$ cat config.mk
export PLATFORM = sky130hd
export DESIGN_NAME = lil_search
export DESIGN_NICKNAME = d
export VERILOG_FILES = /design/src/rtl/core/lil_pkg.sv /design/src/rtl/core/lil_search.sv
export VERILOG_INCLUDE_DIRS = /design/src /design/src/rtl/core
export SDC_FILE = /design/constraint.sdc
export NUM_CORES = 1
export LEC_CHECK = 0
export BUFFER_PORTS_ARGS = -buffer_cell sky130_fd_sc_hd__buf_2
export CORE_MARGIN = 1.5
export CORE_UTILIZATION = 40
export CTS_BUF_LIST = sky130_fd_sc_hd__clkbuf_4
export DETAILED_ROUTE_END_ITERATION = 12
export GPL_TIMING_DRIVEN = 0
export REMOVE_ABC_BUFFERS = 1
export SETUP_SLACK_MARGIN = 0.15
export SLEW_MARGIN = 20
export SYNTH_ARGS = -nofsm -noshare
export SYNTH_HDL_FRONTEND = slang
export SYNTH_SLANG_ARGS = --single-unit
export TNS_END_PERCENT = 1
$ cat constraint.sdc
create_clock -name clk -period 4 [get_ports clk]
set_clock_uncertainty 0.15 [all_clocks]
set_input_delay 0.2 -clock clk [delete_from_list [all_inputs] [get_ports clk]]
set_output_delay 0.2 -clock clk [all_outputs]
set_load 0.05 [all_outputs]
$ cat src/rtl/core/line_index_locator_unit_assert.svh
// assertion macros for the line index locator
`ifndef LINE_INDEX_LOCATOR_UNIT_ASSERT_SVH
`define LINE_INDEX_LOCATOR_UNIT_ASSERT_SVH

`ifndef NO_ASSERTIONS
`define LIL_ASSERT_IMP(label, clk, rst_n, ante, cons, msg) \
    label: assert property (@(posedge clk) disable iff (!rst_n) (ante) |-> (cons)) \
        else $error(msg);
`define LIL_ASSERT_NXT(label, clk, rst_n, ante, cons, msg) \
    label: assert property (@(posedge clk) disable iff (!rst_n) (ante) |=> (cons)) \
        else $error(msg);
`else
`define LIL_ASSERT_IMP(label, clk, rst_n, ante, cons, msg)
`define LIL_ASSERT_NXT(label, clk, rst_n, ante, cons, msg)
`endif

`endif

$ cat src/rtl/core/lil_pkg.sv
// shared constants and types for the line index locator
package lil_pkg;

    localparam int MAX_LINES      = 4096;
    localparam int IDX_W          = $clog2(MAX_LINES);
    localparam int CNT_W          = IDX_W + 1;
    localparam int TEXT_W         = 16;
    localparam int COL_W          = TEXT_W + 1;
    localparam int MAX_TEXT_BYTES = 65535;
    localparam logic [7:0] NEWLINE_BYTE = 8'h0A;

    typedef enum logic [1:0] {
        MODE_CLEAR  = 2'd0,
        MODE_BYTE   = 2'd1,
        MODE_LOCATE = 2'd2
    } mode_t;

    typedef enum logic [1:0] {
        S_IDLE,
        S_PROBE,
        S_CMP
    } search_state_t;

    typedef struct packed {
        logic             en;
        logic [IDX_W-1:0] addr;
    } rd_req_t;

    typedef struct packed {
        logic             done;
        logic [CNT_W-1:0] line;
        logic [COL_W-1:0] column;
    } search_res_t;

endpackage

$ cat src/rtl/core/lil_search.sv
// binary search sequencer over the line start table
`include "line_index_locator_unit_assert.svh"

module lil_search
(
    input  logic                       clk,
    input  logic                       rst_n,
    input  logic                       launch,
    input  logic [lil_pkg::TEXT_W-1:0] span_start,
    input  logic [lil_pkg::CNT_W-1:0]  line_total,
    input  logic [lil_pkg::TEXT_W-1:0] rd_data,
    output lil_pkg::rd_req_t           rd_req,
    output lil_pkg::search_res_t       res,
    output logic                       busy
);

    lil_pkg::search_state_t state_reg, state_next;
    logic [lil_pkg::IDX_W-1:0]  first_reg, first_next;
    logic [lil_pkg::CNT_W-1:0]  after_reg, after_next;
    logic [lil_pkg::IDX_W-1:0]  mid_reg, mid_next;
    logic [lil_pkg::TEXT_W-1:0] base_reg, base_next;
    logic [lil_pkg::TEXT_W-1:0] key_reg, key_next;

    logic [lil_pkg::CNT_W-1:0]  first_ext;
    logic [lil_pkg::CNT_W-1:0]  span;
    logic [lil_pkg::CNT_W-1:0]  middle;
    logic                       more;

    always_ff @(posedge clk or negedge rst_n)
    begin
        if (!rst_n)
        begin
            state_reg <= lil_pkg::S_IDLE;
        end
        else
        begin
            state_reg <= state_next;
        end
    end

    always_ff @(posedge clk)
    begin
        first_reg <= first_next;
        after_reg <= after_next;
        mid_reg   <= mid_next;
        base_reg  <= base_next;
        key_reg   <= key_next;
    end

    assign first_ext = {1'b0, first_reg};
    assign span      = after_reg - first_ext;
    assign middle    = first_ext + (span >> 1);
    assign more      = (first_ext + lil_pkg::CNT_W'(1)) < after_reg;

    always_comb
    begin
        state_next  = state_reg;
        first_next  = first_reg;
        after_next  = after_reg;
        mid_next    = mid_reg;
        base_next   = base_reg;
        key_next    = key_reg;
        rd_req.en   = 1'b0;
        rd_req.addr = middle[lil_pkg::IDX_W-1:0];
        res.done    = 1'b0;
        res.line    = first_ext + lil_pkg::CNT_W'(1);
        res.column  = {1'b0, key_reg} - {1'b0, base_reg} + lil_pkg::COL_W'(1);
        unique case (state_reg)
            lil_pkg::S_IDLE:
            begin
                if (launch)
                begin
                    first_next = '0;
                    after_next = line_total;
                    base_next  = '0;
                    key_next   = span_start;
                    state_next = lil_pkg::S_PROBE;
                end
            end
            lil_pkg::S_PROBE:
            begin
                if (more)
                begin
                    rd_req.en  = 1'b1;
                    mid_next   = middle[lil_pkg::IDX_W-1:0];
                    state_next = lil_pkg::S_CMP;
                end
                else
                begin
                    res.done   = 1'b1;
                    state_next = lil_pkg::S_IDLE;
                end
            end
            lil_pkg::S_CMP:
            begin
                if (rd_data <= key_reg)
                begin
                    first_next = mid_reg;
                    base_next  = rd_data;
                end
                else
                begin
                    after_next = {1'b0, mid_reg};
                end
                state_next = lil_pkg::S_PROBE;
            end
            default:
            begin
                state_next = lil_pkg::S_IDLE;
            end
        endcase
    end

    assign busy       = (state_reg != lil_pkg::S_IDLE);

    `LIL_ASSERT_IMP(a_probe_in_range, clk, rst_n, rd_req.en, (rd_req.addr > first_reg) && ({1'b0, rd_req.addr} < after_reg), "probe outside search window")
    `LIL_ASSERT_IMP(a_base_not_above_key, clk, rst_n, res.done, base_reg <= key_reg, "line start above span start")
    `LIL_ASSERT_NXT(a_launch_busy, clk, rst_n, launch && !busy, busy, "search did not start")

endmodule

-- Yosys cells after proc, flatten, opt, wreduce, memory -nomap -nowiden
Index checks and enable logic that the tools add are counted.
- register bits: 71
- input bits: 48
- output and inout bits: 45
- word-level logic and storage cells: 41
- $add $sub $neg: 5
- magnitude comparators: 2
- equal/unequal tests: 5
- multiplexer cells: 16
- reductions and logical operators: 7
- operators with widths (kind ; count):
    $mux W16 ; 2
    $pmux W16 S2 ; 1
    $mux W13 ; 2
    $pmux W13 S2 ; 1
    $mux W12 ; 2
    $pmux W12 S2 ; 1
    $add A17 B1 Y17 const B ; 1
    $sub A16 B16 Y17 ; 1
    $le A16 B16 Y1 ; 1
    $add A12 B1 Y13 const B ; 1
    $lt A13 B13 Y1 ; 1
    $sub A13 B12 Y13 ; 1
    $add A12 B12 Y12 ; 1
    $ne A2 B2 Y1 const B ; 3
    $pmux W2 S3 ; 1
    $reduce_and A3 Y1 ; 2
    $mux W1 ; 4
    $mux W2 ; 2
    $reduce_and A2 Y1 ; 2
    $reduce_bool A2 Y1 ; 2
    $eq A2 B1 Y1 const B ; 1
    $eq A2 B2 Y1 const B ; 1
    $logic_not A2 Y1 ; 1

-- Logic depth before layout (Yosys ltp)
- depth after elaboration: 4
- depth in mapped cells: 16
- mapped depth without buffers: 16

-- Worst setup path before layout
Ideal clock, no wire load.
- path kind: reg-to-reg
- from: reg first_reg[1] (netlist name)
- to: reg mid_reg[0] (netlist name), enable pin
- setup time: 0.386 ns
- arrival: 4.084 ns
- required time: 3.464 ns
- slack: -0.620 ns
- stages on the path, launching flop included: 12
- buffers on the path: 0
- clock period less this slack: 4.620 ns
- path through: edfxtp_1 -> ha_1 -> and3_1 -> xnor2_1 -> ha_1 -> a21o_1 -> a21o_1 -> a21o_1 -> a211oi_1 -> o21bai_1 -> a211oi_1 -> and3b_1
- RTL lines (item ; RTL line ; text):
    from (decl) ; lil_search.sv:18 ; logic [lil_pkg::IDX_W-1:0] first_reg, first_next;
    from (signal assigned) ; lil_search.sv:43 ; first_reg <= first_next;
    to (signal assigned) ; lil_search.sv:45 ; mid_reg <= mid_next;
    to (decl) ; lil_search.sv:20 ; logic [lil_pkg::IDX_W-1:0] mid_reg, mid_next;

==> summary.txt <==
Run status
  • Status: finished, violations left
  • Violated checks: negative setup slack

Floorplan
  • # IOs: 93
  • Die width: 118 um
  • Die Y: 118 um
  • Core Region: 12700 um^2
  • Row cnt: 41
  • Initial Util: 41.2%
  • Die ar.: 13800 um^2

Global route
  • Pin count of the biggest net entering global routing: 29
  • First-pass GRT wire length: 19.4 mm
  • GRT overflow: 0
  • Initial antenna violation count: 0
  • Vias in the first global route: 4207
  • Tot GR Track Use: 17.9%

Timing
  • Final slew viol count: 0
  • Post-route setup TNS: -0.0524 ns
  • Worst setup margin: -0.0524 ns
  • Fmax: 247 MHz
  • Final hold viol count: 0
  • Unrepaired setup endpoints after global routing: true
  • Final worst path period share: 101%
  • Worst Tran Pin Value: 0.851 ns
  • Final setup viols: 1
  • Rel. slew slack: 43.3%
  • Min Tclk post-route: 4.05 ns

Synth
  • Synth area leaders: edfxtp_1 (39%), ha_1 (20%), xnor2_1 (6.0%)
  • Cells after Synth: 496
  • Seq/Total Area, Yosys: 40.4%
  • Distinct cells, synth: 44
  • Top FF cell, synth: edfxtp_1
  • Flops & latches, synth: 71
  • Synth area leader: edfxtp_1
  • Post-synth EDFFs: 69
  • Synth top area share: 39.5%
  • Netlist Area Pre-Place: 5250 um^2
  • Avg Cell Area, Syn: 10.6 um^2
  • Ys async rst share: 2.82%
  • YS warnings: 0

Clock tree
  • CTS tree: built
  • Clk slew on worst S/H paths: 0.12 ns
  • CTS buffer count: 9
  • CTS H-tree depth: 3
  • CTS Buffer Depth: 2
  • CTS root buf: clkbuf_4
  • Clock latency on the worst-skew pair: 0.41 ns
  • CTS sink count: 71

Routing
  • Detailed Route Iter0 Violations: 127
  • DR vias: 4079
  • DRT Pass-1 Iters: 4
  • Routed Wire Length: 12.0 mm
  • Post-route ant nets: 0
  • # DRC: 0
  • Routed vias/inst: 4.90
  • Routed len/inst: 14.5 um

Job
  • # Max-Cap Violations: 0

Setup path
  • CP endpoint: rd_req[11]
  • CP Capture Type: output pin
  • Worst Setup Start Kind: flip-flop
  • Critical path peak fanout: 4
  • R2R setup slack: 0.25 ns
  • CP startpoint: after_reg[0]
  • FF-to-FF End: mid_reg[5]
  • Setup CP Type: flip-flop to output pin
  • Crit. path cell count: 17
  • Delay-heaviest family, CP: compound AO/OA/AOI/OAI gates
  • R2R cell count: 14
  • Critical path, cell by cell: nand2b_1 -> inv_1 -> fa_2 -> nor2b_4 -> o31a_1 -> o211ai_2 -> nand2_1 -> a41o_1 -> nor2_2 -> xnor2_1 -> ha_1 -> nand2_1 -> nor4_2 -> o31a_1 -> nor2_1 -> xnor3_1 -> buf_6
  • Crit path required time: 3.65 ns
  • Reg2reg start: first_reg[1]
  • Critical path's slowest cell: edfxtp_1
  • WP buf/inv: 2
  • Crit-path max cell delay: 0.41 ns
  • Crit path arrival time: 3.70 ns

Finish
  • Nets: 790
  • Syn-to-layout area delta: 29.2%
  • Fillers: 1200
  • Layout cells sized above 1: 23.3%
  • Antenna diode count: 0

Placed design
  • Post-DP HPWL: 9.23 mm
  • Port bufs: 92
  • GPL Wtd Cong: 0.788

Hold path
  • Worst Hold Class: primary input to flip-flop
logic make-up (layout without fill, tap and decap cells):
group / count (synthesis) / after routing / share of synthesized area (%)
compound gates: 109 / 109 / 14.2
xor+xnor: 43 / 43 / 7.44
fa+ha+maj: 86 / 86 / 20.9
buf+inv: 77 / 242 / 5.51
flops: 71 / 71 / 40.4
simple gates: 110 / 110 / 11.5
routing by layer:
metal  wire, um  global-route usage (%)
met3        540                    2.81
met1       5280                    21.3
met4         77                    4.34
met5          0                       0
met2       6140                    33.6
Yosys cell counts (2+ instances only):
cell	number
o31ai_1	2
o22ai_1	2
dfrtp_1	2
nand3_1	6
a31o_2	2
ha_1	83
o21ai_0	12
xnor2_1	36
or3_1	3
and3_1	7
clkbuf_1	5
o211ai_1	3
a2111oi_0	2
nor4_1	4
a211oi_1	9
and3b_1	2
nor3_1	3
o31a_1	2
o21bai_1	4
a21oi_1	27
nand2_1	11
and2_1	29
fa_1	3
a21o_1	27
nor2_1	24
xor2_1	6
nand4_1	6
inv_1	72
nor2b_1	5
o21a_1	9
nand2b_1	5
edfxtp_1	69
or2_2	3
placed cells by master (no fill, tap or decap), types with 7 or more instances in the layout:
| cell | count |
|---|---|
| buf_2 | 86 |
| a211oi_1 | 7 |
| buf_4 | 15 |
| and2_1 | 29 |
| o21ai_0 | 10 |
| ha_1 | 81 |
| dlygate4sd3_1 | 48 |
| o21a_1 | 9 |
| nor2_1 | 21 |
| a21o_1 | 27 |
| xnor2_1 | 34 |
| a21oi_1 | 25 |
| edfxtp_1 | 69 |
| inv_1 | 70 |
| clkbuf_4 | 10 |
| nand2_1 | 11 |
through the flow:
step | instances | instance area (um^2) | hold WS (ns) | worst slack (ns) | utilization, %
final | 833 | 6780 | 0.337 | -0.0524 | 53.3
after global placement | 755 | 5900 | -0.164 | -0.447 | 46.4
after CTS | 832 | 6730 | 0.309 | -0.114 | 52.9
after floorplan | 491 | 5230 | -0.246 | -0.620 | -
after detailed placement | 759 | 5950 | -0.160 | -0.474 | 46.8
after global routing | 833 | 6780 | 0.311 | -0.288 | 53.3
layout make-up:
cell class / count / area [um^2] / share of cell area [%]
flip-flops and latches: 71 / 2120 / 31.3
repair buffers: 154 / 1080 / 15.9
clock inverters: 7 / 63.8 / 0.941
inverters: 72 / 270 / 3.99
multi-input cells: 348 / 2960 / 43.7
well taps: 172 / 215 / 3.17
clock buffers: 9 / 67.6 / 0.996
how the worst min path moves through the flow:
stage | start | end | slack [ns] | cells past startpoint
floorplan | rst_n | state_reg[0] | -0.25 | 0
global placement | rst_n | state_reg[0] | -0.16 | 1
detailed placement | rst_n | state_reg[0] | -0.16 | 1
CTS | span_start[13] | key_reg[13] | 0.31 | 2
global route | span_start[1] | key_reg[1] | 0.31 | 2
finish | span_start[14] | key_reg[14] | 0.34 | 2
what timing repair did:
action / CTS / global route
endpoints found under the setup margin: 21 / 22
resized for setup: 26 / 12
setup buffers: 9 / 1
hold buffers: 48 / 0
pin swaps: 12 / 3
hold endpoints to repair: 48 / 0
Power is not shown: default switching activity piles up to over one toggle a cycle in this logic, so the estimate is an artifact.
